### src/rtl/tgr_pkg.sv
package tgr_pkg;

  // field widths
  localparam int unsigned TimeW  = 32;
  localparam int unsigned CfgW   = 16;
  localparam int unsigned StateW = 3;
  localparam int unsigned AddrW  = 2;

  // stream widths, padded to whole bytes
  localparam int unsigned InDataW  = 40;
  localparam int unsigned OutDataW = 8;

  // gesture state codes
  localparam logic [StateW-1:0] StIdle     = 3'd0;
  localparam logic [StateW-1:0] StWaitRel1 = 3'd1;
  localparam logic [StateW-1:0] StWaitTap2 = 3'd2;
  localparam logic [StateW-1:0] StWaitRel2 = 3'd3;
  localparam logic [StateW-1:0] StHeld     = 3'd4;

  // configuration register indexes
  localparam logic [AddrW-1:0] RegDebounce  = 2'd0;
  localparam logic [AddrW-1:0] RegLongPress = 2'd1;
  localparam logic [AddrW-1:0] RegDblWindow = 2'd2;

  // item operation codes
  localparam logic OpSample = 1'b0;
  localparam logic OpClear  = 1'b1;

  typedef struct packed {
    logic             op;
    logic             touched;
    logic [TimeW-1:0] now_ms;
  } tgr_sample_t;

  typedef struct packed {
    logic [CfgW-1:0] debounce_ms;
    logic [CfgW-1:0] long_press_ms;
    logic [CfgW-1:0] double_tap_window_ms;
  } tgr_cfg_t;

  typedef struct packed {
    logic long_press;
    logic double_tap;
    logic single_tap;
  } tgr_flags_t;

endpackage

### src/rtl/tgr_fsm.sv
module tgr_fsm (
  input  logic                clk_i,
  input  logic                rst_ni,
  input  logic                step_i,
  input  tgr_pkg::tgr_sample_t sample_i,
  input  tgr_pkg::tgr_cfg_t    cfg_i,
  output tgr_pkg::tgr_flags_t  flags_o
);
  import tgr_pkg::*;

  logic [StateW-1:0] state_q, state_d;
  logic [TimeW-1:0]  press_start_q, press_start_d;
  logic [TimeW-1:0]  last_tap_q, last_tap_d;
  logic [TimeW-1:0]  since_tap, since_press;
  logic              touched;
  tgr_flags_t        flags;

  // modular elapsed times
  assign since_tap   = sample_i.now_ms - last_tap_q;
  assign since_press = sample_i.now_ms - press_start_q;
  assign touched     = sample_i.touched;

  // next state and flags for the current sample
  always_comb begin
    state_d       = state_q;
    press_start_d = press_start_q;
    last_tap_d    = last_tap_q;
    flags         = '0;
    if (sample_i.op == OpClear) begin
      state_d = StIdle;
    end else begin
      unique case (state_q)
        StWaitRel1: begin
          if (!touched && since_tap > {16'd0, cfg_i.debounce_ms}) begin
            last_tap_d = sample_i.now_ms;
            state_d    = StWaitTap2;
          end else if (touched && since_press >= {16'd0, cfg_i.long_press_ms}) begin
            flags.long_press = 1'b1;
            state_d          = StHeld;
          end
        end
        StWaitTap2: begin
          if (touched) begin
            last_tap_d = sample_i.now_ms;
            state_d    = StWaitRel2;
          end else if (since_tap >= {16'd0, cfg_i.double_tap_window_ms}) begin
            flags.single_tap = 1'b1;
            state_d          = StIdle;
          end
        end
        StWaitRel2: begin
          if (!touched && since_tap > {16'd0, cfg_i.debounce_ms}) begin
            flags.double_tap = 1'b1;
            state_d          = StIdle;
          end else if (touched && since_tap > {16'd0, cfg_i.double_tap_window_ms}) begin
            state_d = StIdle;
          end
        end
        StHeld: begin
          if (!touched) begin
            state_d = StIdle;
          end
        end
        default: begin
          // idle and unreachable codes
          if (touched) begin
            press_start_d = sample_i.now_ms;
            last_tap_d    = sample_i.now_ms;
            state_d       = StWaitRel1;
          end else begin
            state_d = StIdle;
          end
        end
      endcase
    end
  end

  assign flags_o = flags;

  // gesture state and stored times
  always_ff @(posedge clk_i or negedge rst_ni) begin
    if (!rst_ni) begin
      state_q       <= StIdle;
      press_start_q <= '0;
      last_tap_q    <= '0;
    end else if (step_i) begin
      state_q       <= state_d;
      press_start_q <= press_start_d;
      last_tap_q    <= last_tap_d;
    end
  end

`ifndef SYNTHESIS
  a_flags_onehot0 : assert property (@(posedge clk_i) disable iff (!rst_ni)
    step_i |-> $onehot0(flags))
    else $error("more than one gesture flag on one sample");

  a_clear_idle : assert property (@(posedge clk_i) disable iff (!rst_ni)
    (step_i && sample_i.op == OpClear) |=> (state_q == StIdle))
    else $error("clear did not return to idle");

  a_long_held : assert property (@(posedge clk_i) disable iff (!rst_ni)
    (step_i && flags.long_press) |=> (state_q == StHeld))
    else $error("long press without entering held");

  a_dbl_from_rel2 : assert property (@(posedge clk_i) disable iff (!rst_ni)
    (step_i && flags.double_tap) |-> (state_q == StWaitRel2 && !touched))
    else $error("double tap outside second release");
`endif

endmodule

### src/rtl/tap_gesture_recognizer.sv
// Tap gesture recognizer: one touch sample per input beat (tuser = clear
// command, tdata = touched and a wrapping millisecond timestamp), one output
// beat per input beat carrying the single tap, double tap and long press
// flags for that sample. A new sample is taken every clock cycle, except
// when back-pressure on the output stalls the input once both registers
// are full; the sample sits in the input register and the state update
// writes its flags into the output register once it is empty or being read.
// The user must write thresholds through the cfg port only while no beat
// is in flight; the block itself does not enforce this.
module tap_gesture_recognizer (
  input  logic                         clk_i,
  input  logic                         rst_ni,
  // configuration writes
  input  logic                         cfg_we_i,
  input  logic [tgr_pkg::AddrW-1:0]    cfg_addr_i,
  input  logic [tgr_pkg::CfgW-1:0]     cfg_wdata_i,
  // sample stream
  input  logic                         s_axis_tvalid,
  output logic                         s_axis_tready,
  input  logic [tgr_pkg::InDataW-1:0]  s_axis_tdata,   // touched, now_ms[31:0], zero pad
  input  logic                         s_axis_tuser,   // op
  // result stream
  output logic                         m_axis_tvalid,
  input  logic                         m_axis_tready,
  output logic [tgr_pkg::OutDataW-1:0] m_axis_tdata    // single_tap, double_tap, long_press, zero pad
);
  import tgr_pkg::*;

  tgr_cfg_t    cfg_q;
  logic        in_vld_q;
  tgr_sample_t in_smp_q;
  logic        out_vld_q;
  tgr_flags_t  out_flags_q;
  tgr_flags_t  flags;
  logic        s_fire;
  logic        adv;

  assign adv           = in_vld_q && (!out_vld_q || m_axis_tready);
  assign s_axis_tready = !in_vld_q || adv;
  assign s_fire        = s_axis_tvalid && s_axis_tready;

  // configuration registers
  always_ff @(posedge clk_i or negedge rst_ni) begin
    if (!rst_ni) begin
      cfg_q.debounce_ms          <= 16'd50;
      cfg_q.long_press_ms        <= 16'd800;
      cfg_q.double_tap_window_ms <= 16'd300;
    end else if (cfg_we_i) begin
      unique case (cfg_addr_i)
        RegDebounce:  cfg_q.debounce_ms          <= cfg_wdata_i;
        RegLongPress: cfg_q.long_press_ms        <= cfg_wdata_i;
        RegDblWindow: cfg_q.double_tap_window_ms <= cfg_wdata_i;
        default: ;
      endcase
    end
  end

  // input register
  always_ff @(posedge clk_i or negedge rst_ni) begin
    if (!rst_ni) begin
      in_vld_q <= 1'b0;
    end else if (s_fire) begin
      in_vld_q <= 1'b1;
    end else if (adv) begin
      in_vld_q <= 1'b0;
    end
  end

  always_ff @(posedge clk_i) begin
    if (s_fire) begin
      in_smp_q.op      <= s_axis_tuser;
      in_smp_q.touched <= s_axis_tdata[0];
      in_smp_q.now_ms  <= s_axis_tdata[TimeW:1];
    end
  end

  tgr_fsm u_fsm (
    .clk_i    (clk_i),
    .rst_ni   (rst_ni),
    .step_i   (adv),
    .sample_i (in_smp_q),
    .cfg_i    (cfg_q),
    .flags_o  (flags)
  );

  // output register
  always_ff @(posedge clk_i or negedge rst_ni) begin
    if (!rst_ni) begin
      out_vld_q <= 1'b0;
    end else if (adv) begin
      out_vld_q <= 1'b1;
    end else if (m_axis_tready) begin
      out_vld_q <= 1'b0;
    end
  end

  always_ff @(posedge clk_i) begin
    if (adv) begin
      out_flags_q <= flags;
    end
  end

  assign m_axis_tvalid = out_vld_q;
  assign m_axis_tdata  = {5'd0, out_flags_q.long_press, out_flags_q.double_tap,
                          out_flags_q.single_tap};

endmodule
### config.mk
export PLATFORM = sky130hd
export DESIGN_NAME = tap_gesture_recognizer
export DESIGN_NICKNAME = d
export VERILOG_FILES = /design/src/rtl/tgr_pkg.sv /design/src/rtl/tgr_fsm.sv /design/src/rtl/tap_gesture_recognizer.sv
export SDC_FILE = /design/constraint.sdc
export NUM_CORES = 1
export LEC_CHECK = 0
export BUFFER_PORTS_ARGS = -buffer_cell sky130_fd_sc_hd__clkbuf_2
export CORE_MARGIN = 2
export CORE_UTILIZATION = 60
export CTS_CLUSTER_DIAMETER = 60
export DETAILED_ROUTE_END_ITERATION = 16
export MAX_ROUTING_LAYER = met4
export PLACE_DENSITY = 0.79
export SLEW_MARGIN = 20
export SYNTH_ARGS = -nofsm -noshare
export SYNTH_HDL_FRONTEND = slang
export SYNTH_SLANG_ARGS = --single-unit
### constraint.sdc
create_clock -name clk_i -period 5.05 [get_ports clk_i]
set_input_delay 0.2525 -clock clk_i [delete_from_list [all_inputs] [get_ports clk_i]]
set_output_delay 0.2525 -clock clk_i [all_outputs]
set_load 0.01 [all_outputs]
### After elaboration in Yosys (flattened, before gate mapping)

Index checks and enable logic that the tools add are counted.

* flip-flop bits (word level): 154
* input port bits: 64
* output and inout port bits: 10
* word-level logic and storage cells: 82

* add/subtract/negate cells: 2
* $lt $le $gt $ge: 4
* equal/unequal tests: 11
* mux-type cells: 20
* bitwise logic cells: 6
* reductions and logical operators: 25

Operators by type and width (number)
* 32-bit by 16-bit >= comparator with 1-bit output: 2
* 32-bit by 16-bit greater-than comparator with 1-bit output: 2
* 32-bit 2-to-1 mux: 2
* 32-bit case mux with 2 select lines: 1
* 32-bit subtractor: 2
* 3-bit 2-to-1 mux: 8
* 3-bit case mux with 4 select lines: 1
* 5-bit AND reduction: 2
* 1-bit 2-to-1 mux: 8
* 4-bit by 2-bit inequality test with 1-bit output, second input constant: 2
* 3-bit by 2-bit equality test with 1-bit output, second input constant: 2
* 1-bit NOT: 6
* 2-bit AND reduction: 3
* 2-bit nonzero test: 3
* 3-bit OR reduction: 2
* 1-bit logical AND: 5
* 4-bit by 3-bit inequality test with 1-bit output, second input constant: 1
* 4-bit AND reduction: 1
* 2-bit OR reduction: 2
* 4-bit OR reduction: 1
* 3-bit by 1-bit equality test with 1-bit output, second input constant: 1
* 3-bit equality test, second input constant: 1
* 1-bit zero test: 3
* 3-bit inequality test, second input constant: 1
* other kinds (5): 6

### Logic depth before layout (Yosys ltp)

Gate-level depths: netlist of run 1.

* word-level depth: 7
* mapped depth: 21
* gate-level depth less buffers: 21

### Cells and area by module

Synthesis of run 1 repeated with hierarchy kept, for this count alone.

* cell total of the unflattened synthesis: 1132
* area total of the unflattened synthesis: 10921.7 sq um

Modules (own cells, without submodules)
* tgr_fsm: times used 1, cells each 979, area an instance 7852.5 sq um, sequential area each 1676.6 sq um
* tap_gesture_recognizer: times used 1, cells each 153, area an instance 3069.2 sq um, sequential area each 2374.8 sq um

### Worst setup path before layout of run 1

No wires, ideal clock.

* path type: register to register
* start point: register in_smp_q[0] (netlist name)
* end point: register u_fsm.state_q[2]
* library setup time: 125 ps
* arrival: 4138 ps
* data required time: 4925 ps
* setup slack: 788 ps
* cell stages (with the launch flop): 20
* path buffers: 0
* clock period less this slack: 4262 ps
* path through: edfxtp_1 -> inv_1 -> ha_1 -> fa_1 -> nand2b_1 -> a21o_1 -> a211oi_1 -> nor2_1 -> o31ai_1 -> xor2_1 -> ha_1 -> a21o_1 -> a21oi_1 -> o21a_1 -> a22oi_1 -> o21ai_0 -> a21oi_1 -> or3_1 -> o21ai_1 -> mux2_2

* longest elaborated chain between the ends: 6
* elaborated cells between the ends (all ways): 17
* classes of those cells: add/sub (2); order compare (4); eq/ne (3); mux (4); reduce/logical (4)

RTL lines
* from (decl): line tap_gesture_recognizer.sv:31 `tgr_sample_t in_smp_q;`
* 32-bit subtractor: line tgr_fsm.sv:19 `assign since_tap = sample_i.now_ms - last_tap_q;`
* 32-bit by 16-bit greater-than comparator with 1-bit output: line tgr_fsm.sv:34, tgr_fsm.sv:52
* 1-bit logical AND: line tgr_fsm.sv:34, tgr_fsm.sv:52
* 3-bit 2-to-1 mux (on tied branches): line tgr_fsm.sv:52, tgr_fsm.sv:34
* 3-bit case mux with 4 select lines: line tgr_fsm.sv:32 `unique case (state_q)`
* 3-bit 2-to-1 mux: line tgr_fsm.sv:29 `if (sample_i.op == OpClear) begin`
* to (signal assigned): line tgr_fsm.sv:83 `state_q <= StIdle;`
* to (signal assigned): line tgr_fsm.sv:87 `state_q <= state_d;`
* to (decl): line tgr_fsm.sv:11 `logic [StateW-1:0] state_q, state_d;`

Several ways; a longest one is shown, not always the timed one.
A chain may end at the register's enable or synchronous reset.

### Worst setup path in the final report of run 1

* start point: register in_smp_q[5] (netlist name)
* end point: register u_fsm.state_q[2]

The elaborated chain is that of the path after synthesis.

==> results of run 1 <==
cells in the mapped netlist (4+ instances only):
cell type	count	area (um2)
inv_1	131	492
ha_1	110	1380
dfrtp_1	107	2680
nand2_1	82	308
a21oi_1	73	365
mux2_2	64	721
nor2_1	58	218
o21ai_0	54	270
edfxtp_1	37	1110
mux2_4	29	435
xnor2_1	26	228
a21o_1	24	180
clkbuf_1	24	90.1
nand4_1	21	131
nor3_1	20	100
nand3_1	19	95.1
o21a_1	19	143
xor2_1	18	158
nand2b_1	14	87.6
a31oi_1	12	75.1
o21ai_1	11	55.1
dfstp_2	10	263
o211ai_1	10	75.1
a211oi_1	9	67.6
nor2b_1	9	56.3
or3_1	9	56.3
and2_1	7	43.8
o2111ai_1	7	61.3
a211o_1	6	52.6
a21oi_2	6	52.6
and3_1	6	37.5
o31ai_1	6	45.0
buf_4	5	37.5
mux2i_1	5	50.1
nor4_1	5	31.3
o21bai_1	5	37.5
o22ai_1	5	31.3
or4_1	5	37.5
a21boi_0	4	30.0
a22oi_1	4	30.0
nand3b_1	4	30.0
registers in the layout, indices dropped and copies added, names as in the netlist:
| register | cells |
|---|---|
| cfg_q | 48 |
| in_smp_q | 34 |
| u_fsm.last_tap_q | 32 |
| u_fsm.press_start_q | 32 |
| m_axis_tdata | 3 |
| u_fsm.state_q | 3 |
| in_vld_q | 1 |
| m_axis_tvalid | 1 |
timing repair:
action | 4_1_cts | 5_1_grt
gates resized for setup | 0 | 3
endpoints found under the hold margin | 89 | 2
endpoints found under the setup margin | 0 | 33
hold buffers | 28 | 2
per-layer routing:
metal | wire, um | track usage | vias up
met3 | 1230 | 0.0539 | 45
met2 | 12300 | 0.446 | 229
met1 | 12100 | 0.386 | 4215
li1 | - | - | 4231
met5 | 0 | - | -
met4 | 551 | 0.0840 | 0
how the worst min path moves through the flow:
stage,start,endpoint,slack (ns),cells after the start
5_1_grt,s_axis_tdata[9],in_smp_q[8],0.007,1
2_1_floorplan,rst_ni,cfg_q[0],-0.04,0
3_3_place_gp,rst_ni,cfg_q[4],0.42,1
3_5_place_dp,rst_ni,cfg_q[20],0.43,1
4_1_cts,s_axis_tdata[8],in_smp_q[7],0.006,1
6_report,s_axis_tdata[10],in_smp_q[9],0.01,1
report_power, final:
group / internal (uW) / total (uW) / switching [uW]
registers: 1650 / 1860 / 215
clock network: 735 / 1290 / 553
logic: 2050 / 4760 / 2710
total: 4430 / 7910 / 3470
kinds of logic after synthesis:
logic type                 count (synthesis)
AOI/OAI and AO/OA                        284
and+or+nand+nor                          266
buffers and inverters                    165
DFF                                      154
adders and majority gates                112
muxes                                    100
xor gates and xnor gates                  44
other                                      1
area by class of cell:
class,instances,share of cell area
timing repair buffer,100,0.0567
clock inverter,9,0.00567
tap,229,0.0232
inverter,131,0.0398
clock buffer,23,0.0422
sequential,154,0.328
antenna,1,0.000203
multi-input combinational,811,0.504
metrics by stage:
stage                     std cells  total power (uW)  setup WS (ns)  cell area (um2)
after floorplan                1130              5380          0.788            10900
after global placement         1395              6320          0.326            11400
after detailed placement       1395              6470          0.217            11400
after CTS                      1455              7840          0.202            12300
after global routing           1458              8560         0.0136            12300
final                          1458              7910          0.269            12300
==> impl_metrics.yaml, run 1 <==
run:
  cap_violations: 0
sta:
  final.min_clock_period_ns: 4.78
  finalClockSkew_ns: 0.0128
  finalSetupTns_ns: 0
  finalMaxSlewViolations: 0
  slew_headroom: 0.355
  max_freq_mhz: 209
  tightest_slew_ns: 0.967
  hold_slack_ns: 0.00997
  period_share: 0.947
  rsz0062_at_grt: "no"
  hold_viol: 0
  finalSetupViolations: 0
synthesis:
  synth-seq-area-share: 0.372
  synth-edff-count: 37
  synth_top_family_by_area: "compound AO/OA/AOI/OAI gates"
  synth_cell_type_count: 72
  synth_ff_type: "dfrtp_1"
  syn_inst: 1126
  synth_mux_area_frac: 0.113
  synth-xor-area-share: 0.0353
  synthAdderAreaFrac: 0.130
  ys_warn_count: 0
  yosys_register_bits: 154
  syn_area_per_cell_um2: 9.68
  async_flop_share: 0.760
  syn_area_um2: 10900
  synth_compound_area_frac: 0.171
  synthSimpleGateAreaFrac: 0.119
layout:
  fillCellCount: 1420
  fin_nets: 1391
  mostFrequentLayoutCells: "inv_1, ha_1, dfrtp_1"
  area_delta_synth_final_pct: 13.3
  ff_latch_area_um2: 4050
  final_core_util: 0.690
  final_common_cell: "inv_1"
  multi_input_comb_area_um2: 6220
  final_layout_size_suffix_gt1_frac: 0.180
clocking:
  clkSlewWorstSetupHoldPaths_ns: 0.07
  cts_buffer_depth: 2
  cts-htree-levels: 4
  clockRootBuffer: "clkbuf_16"
  clock_sinks: 154
  clk_latency_ns: 0.44
  cts_tree: "built"
  cts_made_buffers: 17
  postCtsSetupBuffers: 0
drt:
  routed-via-count: 8720
  postRouteWirelength_mm: 26.1
  wl_per_cell_um: 17.9
  drt_iter0_drc: 680
  drc_errors: 0
  vias_per_cell: 5.98
  first_pass_iters: 5
  ant_nets: 0
critical_path:
  cp-startpoint: "in_smp_q[5]"
  reg2regPathDepth: 18
  crit_buf_inv: 1
  worst-path-stages: 18
  reg2reg_slack_ns: 0.27
  cpMaxStageDelayCell: "or4_1"
  rr_endpoint: "u_fsm.state_q[2]"
  cp-endpoint: "u_fsm.state_q[2]"
  crit_chain: "ha_1 > o21a_1 > o211ai_1 > a31o_1 > a21oi_1 > nor2_1 > o21ai_0 > xor2_1 > ha_1 > a221oi_1 > o2111ai_1 > nor4b_1 > nand3_1 > or4_1 > nor4_1 > buf_4 > nor2_1 > mux2_2"
  crit_arrival_ns: 5.10
  endpoint_kind: "flip-flop"
  cpPeakStageDelay_ns: 0.52
  r2r_start: "in_smp_q[5]"
  worstSetupPathType: "flip-flop to flip-flop"
  worstSetupStartpointType: "flip-flop"
  cp_top_family: "simple AND/OR/NAND/NOR gates"
  path_max_fanout: 5
  crit_required_ns: 5.37
floorplanning:
  num_io_pins: 74
  die-area_um2: 19300
  die_h_um: 139
  die_x_um: 139
  initial_core_util: 0.609
  row_count: 49
  core_area_um2: 17900
global_routing:
  antenna_found_initial: 1
  grt_use_total: 0.287
  first_global_vias: 8571
  overflow: 0
  grt_max_degree: 71
  grt_pass1_wl_mm: 43.2
placement:
  routabilityCongestion: 0.932
  dpl.hpwl_mm: 19.4
  io_buffer_count: 61
power_and_ir_drop:
  power.density_nw_per_um2: 640
  ir_drop_mv: 0.381
  p_leak_uw: 0.00569
outcome:
  run_status: "complete, no violations"
hold_path:
  hp-class: "primary input to flip-flop"
No activity file was read; power rests on OpenSTA's default activity.
==> run 2, diff against run 1 <==
- BUFFER_PORTS_ARGS: -buffer_cell sky130_fd_sc_hd__clkbuf_2 -> -buffer_cell sky130_fd_sc_hd__buf_2
- CORE_MARGIN: 2 -> 1.5
==> run 2 against run 1 <==
Effect of this change: worst setup slack got worse by 0.043 ns; die area fell by 1.4%; combinational power fell by 0.8%; register-to-register slack got worse by 0.04 ns.
==> impl_metrics.yaml, run 2 (synthesis results as in run 1) <==
outcome:
  run_status: "complete, no violations"
power_and_ir_drop:
  power.total_uw: 7850
  ir_drop_mv: 0.360
  power.density_nw_per_um2: 637
  p_leak_uw: 0.00567
sta:
  finalClockSkew_ns: 0.0107
  slew_headroom: 0.338
  tightest_slew_ns: 0.990
  finalMaxSlewViolations: 0
  finalSetupTns_ns: 0
  max_freq_mhz: 207
  final.min_clock_period_ns: 4.82
  period_share: 0.955
  finalSetupViolations: 0
  rsz0062_at_grt: "no"
  hold_viol: 0
global_routing:
  grt_pass1_wl_mm: 41.7
  grt_use_total: 0.294
  first_global_vias: 8415
  overflow: 0
  antenna_found_initial: 0
  grt_max_degree: 78
layout:
  final_layout_size_suffix_gt1_frac: 0.178
  fillCellCount: 1413
  final_core_util: 0.689
  fin_nets: 1391
  largest_register_ffs: 48
  regMostFlops: "cfg_q"
  multi_input_comb_area_um2: 6220
  area_delta_synth_final_pct: 13.1
  mostFrequentLayoutCells: "inv_1, ha_1, dfrtp_1"
  antennaDiodeCount: 0
  ff_latch_area_um2: 4050
  reg_top3: "cfg_q (48), in_smp_q (34)"
  final_common_cell: "inv_1"
critical_path:
  cpMaxStageDelayCell: "fa_1"
  r2r_start: "in_smp_q[0]"
  path_max_fanout: 4
  crit_arrival_ns: 5.14
  crit_required_ns: 5.37
  crit_chain: "inv_1 > ha_1 > fa_1 > nand2b_1 > a21o_1 > a211oi_1 > nor2_1 > o31ai_1 > xor2_1 > ha_1 > nand4_1 > nor4_1 > nand2_1 > inv_1 > o21ai_0 > o21ai_0 > a21oi_1 > or3_1 > o21ai_1 > mux2_2"
  reg2regPathDepth: 20
  worstSetupStartpointType: "flip-flop"
  endpoint_kind: "flip-flop"
  cpPeakStageDelay_ns: 0.41
  cp-startpoint: "in_smp_q[0]"
  worstSetupPathType: "flip-flop to flip-flop"
drt:
  drt_iter0_drc: 622
  vias_per_cell: 6.00
  wl_per_cell_um: 17.9
  ant_nets: 0
  drc_errors: 0
  postRouteWirelength_mm: 26.1
  routed-via-count: 8747
  first_pass_iters: 5
clocking:
  clockRootBuffer: "clkbuf_16"
  cts-htree-levels: 4
  clock_sinks: 154
  clk_latency_ns: 0.43
  postCtsSetupBuffers: 0
  clkSlewWorstSetupHoldPaths_ns: 0.07
  cts_made_buffers: 17
  cts_buffer_depth: 2
  cts_tree: "built"
floorplanning:
  row_count: 49
  die-area_um2: 19000
  die_h_um: 138
  die_x_um: 138
  core_area_um2: 17900
  num_io_pins: 74
  initial_core_util: 0.609
hold_path:
  hp-class: "primary input to flip-flop"
  hold_start: "s_axis_tdata[10]"
  hold_path_depth: 1
placement:
  io_buffer_count: 61
  routabilityCongestion: 0.914
  dpl.hpwl_mm: 19.1
run:
  cap_violations: 0
run 2: changes by cell type in the layout (fill, tap and decap cells not counted), sizes merged:
cell,change
clkinvlp,+1
buf,+60
diode,-1
clkinv,-1
clkbuf,-61
inv,+1
run 2: power breakdown:
| part | switching [uW] | internal (uW) | total, uW | leakage, uW |
|---|---|---|---|---|
| registers | 215 | 1650 | 1860 | 0.00174 |
| logic | 2680 | 2050 | 4720 | 0.00364 |
| clock network | 555 | 709 | 1260 | 0.000283 |
| total | 3450 | 4400 | 7850 | 0.00567 |
run 2: cell type report:
cell class	count	share of cell area
clock inverters	10	0.00609
repair buffers	100	0.0571
clock buffers	22	0.0403
inverters	131	0.0399
multi-input cells	811	0.505
well taps	229	0.0232
flip-flops and latches	154	0.329
run 2: metal layers:
layer | part of all wire | up-vias | GRT usage | routed length (um)
li1 | - | 4215 | - | -
met1 | 0.44 | 4218 | 0.381 | 11600
met2 | 0.47 | 269 | 0.467 | 12300
met3 | 0.059 | 45 | 0.0567 | 1540
met4 | 0.024 | 0 | 0.0938 | 632
met5 | 0 | - | - | 0
run 2: critical path, delay by kind of cell (launching register included):
family,cells,cell delay (ns)
and+or+nand+nor,6,1.24
adders and majority gates,3,0.86
muxes,1,0.37
DFF,1,0.35
buffers and inverters,2,0.20
xor gates and xnor gates,1,0.34
AOI/OAI and AO/OA,7,1.35
run 2: final timing paths:
path / to / slack [ns]
min: in_smp_q[9] / 0.03
min reg2reg: m_axis_tvalid / 0.50
max: u_fsm.state_q[2] / 0.23
max reg2reg: u_fsm.state_q[2] / 0.23
min in group asynchronous: u_fsm.press_start_q[30] / 0.44
max in group asynchronous: u_fsm.last_tap_q[18] / 3.57
run 2: what timing repair did:
item / 4_1_cts / 5_1_grt
resized for setup: 0 / 2
hold buffers: 24 / 6
hold endpoints to repair: 24 / 77
setup endpoints to repair: 0 / 20
run 2: through the flow:
step                setup slack, ns  std cells  hold slack (ns)  instance area, um2
CTS                           0.167       1451         0.000701               12300
finish                        0.226       1457           0.0281               12300
global placement              0.374       1395            0.428               11400
floorplan                     0.788       1130          -0.0431               10900
detailed placement            0.241       1395            0.431               11400
global route              0.0000182       1457          0.00777               12300
==> run 3, diff against run 2 <==
- SYNTH_HIERARCHICAL: unset -> 1
==> run 3 against run 2 <==
Effect of this change: flip-flop and latch count unchanged; final cell count increased by 0.27%; utilization barely moved; sequential share of layout area hardly changed; maximum frequency rose by 1.6%; via count about the same; critical path type unchanged; critical endpoint is now u_fsm/state_q[2].
==> impl_metrics.yaml, run 3 <==
synthesis:
  synthTopCellsByCount: "inv_1, ha_1, dfrtp_1"
  yosys.cell_count.top_type: "inv_1"
  syn_area_per_cell_um2: 9.65
  synth_mux_area_frac: 0.104
  syn_inst: 1132
  synth_compound_area_frac: 0.175
  ys_warn_count: 6
  synth-edff-count: 37
  synth-seq-area-share: 0.371
  syn_area_um2: 10900
  synthAdderAreaFrac: 0.130
  yosys_register_bits: 154
  synth_cell_type_count: 78
  synthSimpleGateAreaFrac: 0.128
  async_flop_share: 0.760
  yosysTopAreaCell: "dfrtp_1"
  synth_top_family_by_area: "compound AO/OA/AOI/OAI gates"
  synth-xor-area-share: 0.0321
  synth_ff_type: "dfrtp_1"
  synthTopCellsByArea: "dfrtp_1, ha_1, edfxtp_1, mux2_2, inv_1"
  synth_top_area_frac: 0.245
power_and_ir_drop:
  power.density_nw_per_um2: 634
  clockPowerShare: 0.169
  seq_power_share: 0.236
  switching_share: 0.431
  power_frac_comb: 0.595
  intPower_uw: 4450
  ir_drop_mv: 0.315
  p_leak_uw: 0.00567
  power.total_uw: 7820
  power.switching_uw: 3370
sta:
  finalSetupViolations: 0
  hold_viol: 0
  max_freq_mhz: 211
  rsz0062_at_grt: "no"
  finalSetupTns_ns: 0
  period_share: 0.940
  final.min_clock_period_ns: 4.75
  finalMaxSlewViolations: 0
  tightest_slew_ns: 0.891
  finalClockSkew_ns: 0.0168
  slew_headroom: 0.406
layout:
  largest_register_ffs: 48
  reg_top3: "cfg_q (48), in_smp_q (34)"
  fillCellCount: 1364
  final_cell_count_no_fill: 1461
  final_common_cell: "inv_1"
  fin_nets: 1395
  mostFrequentLayoutCells: "inv_1, ha_1, dfrtp_1"
  final_layout_size_suffix_gt1_frac: 0.168
  antennaDiodeCount: 0
  regMostFlops: "cfg_q"
  area_delta_synth_final_pct: 12.9
drt:
  routed-via-count: 8741
  drt_iter0_drc: 600
  ant_nets: 0
  postRouteWirelength_mm: 25.7
  wl_per_cell_um: 17.6
  vias_per_cell: 5.98
  first_pass_iters: 5
  drc_errors: 0
global_routing:
  first_global_vias: 8391
  grt_pass1_wl_mm: 41.3
  overflow: 0
  grt_use_total: 0.288
  antenna_found_initial: 0
  grt_max_degree: 64
critical_path:
  crit_arrival_ns: 5.05
  endpoint_kind: "flip-flop"
  path_max_fanout: 4
  crit_required_ns: 5.35
  worstSetupStartpointType: "flip-flop"
  worstSetupPathType: "flip-flop to flip-flop"
floorplanning:
  core_area_um2: 17900
  die_h_um: 138
  row_count: 49
  die-area_um2: 19000
  num_io_pins: 74
  die_x_um: 138
  initial_core_util: 0.610
clocking:
  cts_tree: "built"
  clockRootBuffer: "clkbuf_16"
  cts_buffer_depth: 2
  cts-htree-levels: 4
  clkSlewWorstSetupHoldPaths_ns: 0.07
  clock_sinks: 154
  postCtsSetupBuffers: 0
  cts_made_buffers: 17
  clk_latency_ns: 0.42
placement:
  dpl.hpwl_mm: 19.0
  dp.cells: 1396
  routabilityCongestion: 0.950
  io_buffer_count: 61
run:
  cap_violations: 0
hold_path:
  hp-class: "primary input to flip-flop"
outcome:
  run_status: "complete, no violations"
run 3: cell count changes in the layout (fill, tap and decap cells not counted), moves of 5 or more:
cell      change
a21oi_1       +9
a31oi_1       -6
and3_1        -5
inv_1         -9
mux2_2       -10
nand2_1      +22
nand2b_1      +5
nand3_1       -5
nor2_1        -7
nor3_1        -7
o21ai_0      +28
o21ai_1       -6
run 3: logic make-up after synthesis:
group / after synthesis
compound gates: 297
simple gates: 279
buf+inv: 157
flops: 154
fa+ha+maj: 112
mux: 92
xor+xnor: 40
other cells: 1
run 3: path summary, 6_finish.rpt:
path / from / to / depth (start not counted) / slack (ns)
min: s_axis_tvalid / in_vld_q / 2 / 0.04
min reg2reg: in_vld_q / m_axis_tvalid / 1 / 0.50
min in group asynchronous: rst_ni / cfg_q[7] / 2 / 0.48
max: in_smp_q[0] / u_fsm/state_q[2] / 20 / 0.30
max in group asynchronous: rst_ni / u_fsm/press_start_q[30] / 3 / 3.34
max reg2reg: in_smp_q[0] / u_fsm/state_q[2] / 20 / 0.30
run 3: timing repair:
item	CTS	global route
endpoints found under the hold margin	84	1
endpoints found under the setup margin	0	1
hold buffers	32	1
gates resized for setup	0	2
run 3: layout make-up:
class,instances,area (um2),area share
multi-input cells,825,6240,0.506
clock inverters,10,140,0.0114
clock buffers,22,465,0.0377
inverters,122,458,0.0371
well taps,229,287,0.0232
flip-flops and latches,154,4050,0.329
repair buffers,99,688,0.0558
run 3: stage by stage:
step                      instance area [um2]  worst slack (ns)  utilization  hold slack (ns)
after floorplan                         10900             0.961            -          -0.0431
after global placement                  11400             0.439        0.636            0.412
after detailed placement                11400             0.343        0.636            0.419
after CTS                               12300             0.243        0.688          0.00784
after global routing                    12300            0.0274        0.689           0.0131
final                                   12300             0.304        0.689           0.0351
run 3: power by group through the flow:
stage	logic, uW	clock network, uW	registers (uW)
finish	4650	1320	1850
CTS	4560	1340	1840
detailed placement	4460	0	1860
floorplan	3530	0	1790
global placement	4340	0	1840
global route	5180	1390	1890
run 3: metal layers:
layer	track usage	share of wire	vias to the layer above
met4	0.0735	0.017	0
li1	-	-	4227
met5	-	0	-
met1	0.400	0.48	4156
met2	0.445	0.45	313
met3	0.0417	0.051	45
run 3: critical path, cell delays in order (launching register included):
cell and delay [ns]:
edfxtp_1 0.36, inv_1 0.07, ha_1 0.23, fa_1 0.41, nand2b_1 0.18, a21oi_1 0.25, o21ai_0 0.22, nand2_1 0.19
a21oi_1 0.10, xnor2_1 0.14, ha_1 0.31, a21oi_1 0.18, o22ai_1 0.11, a2111oi_1 0.33, o211ai_1 0.14, nor3_1 0.24
nand4b_1 0.15, a2111o_1 0.35, nor4_2 0.32, nor4_1 0.09, a211o_1 0.27
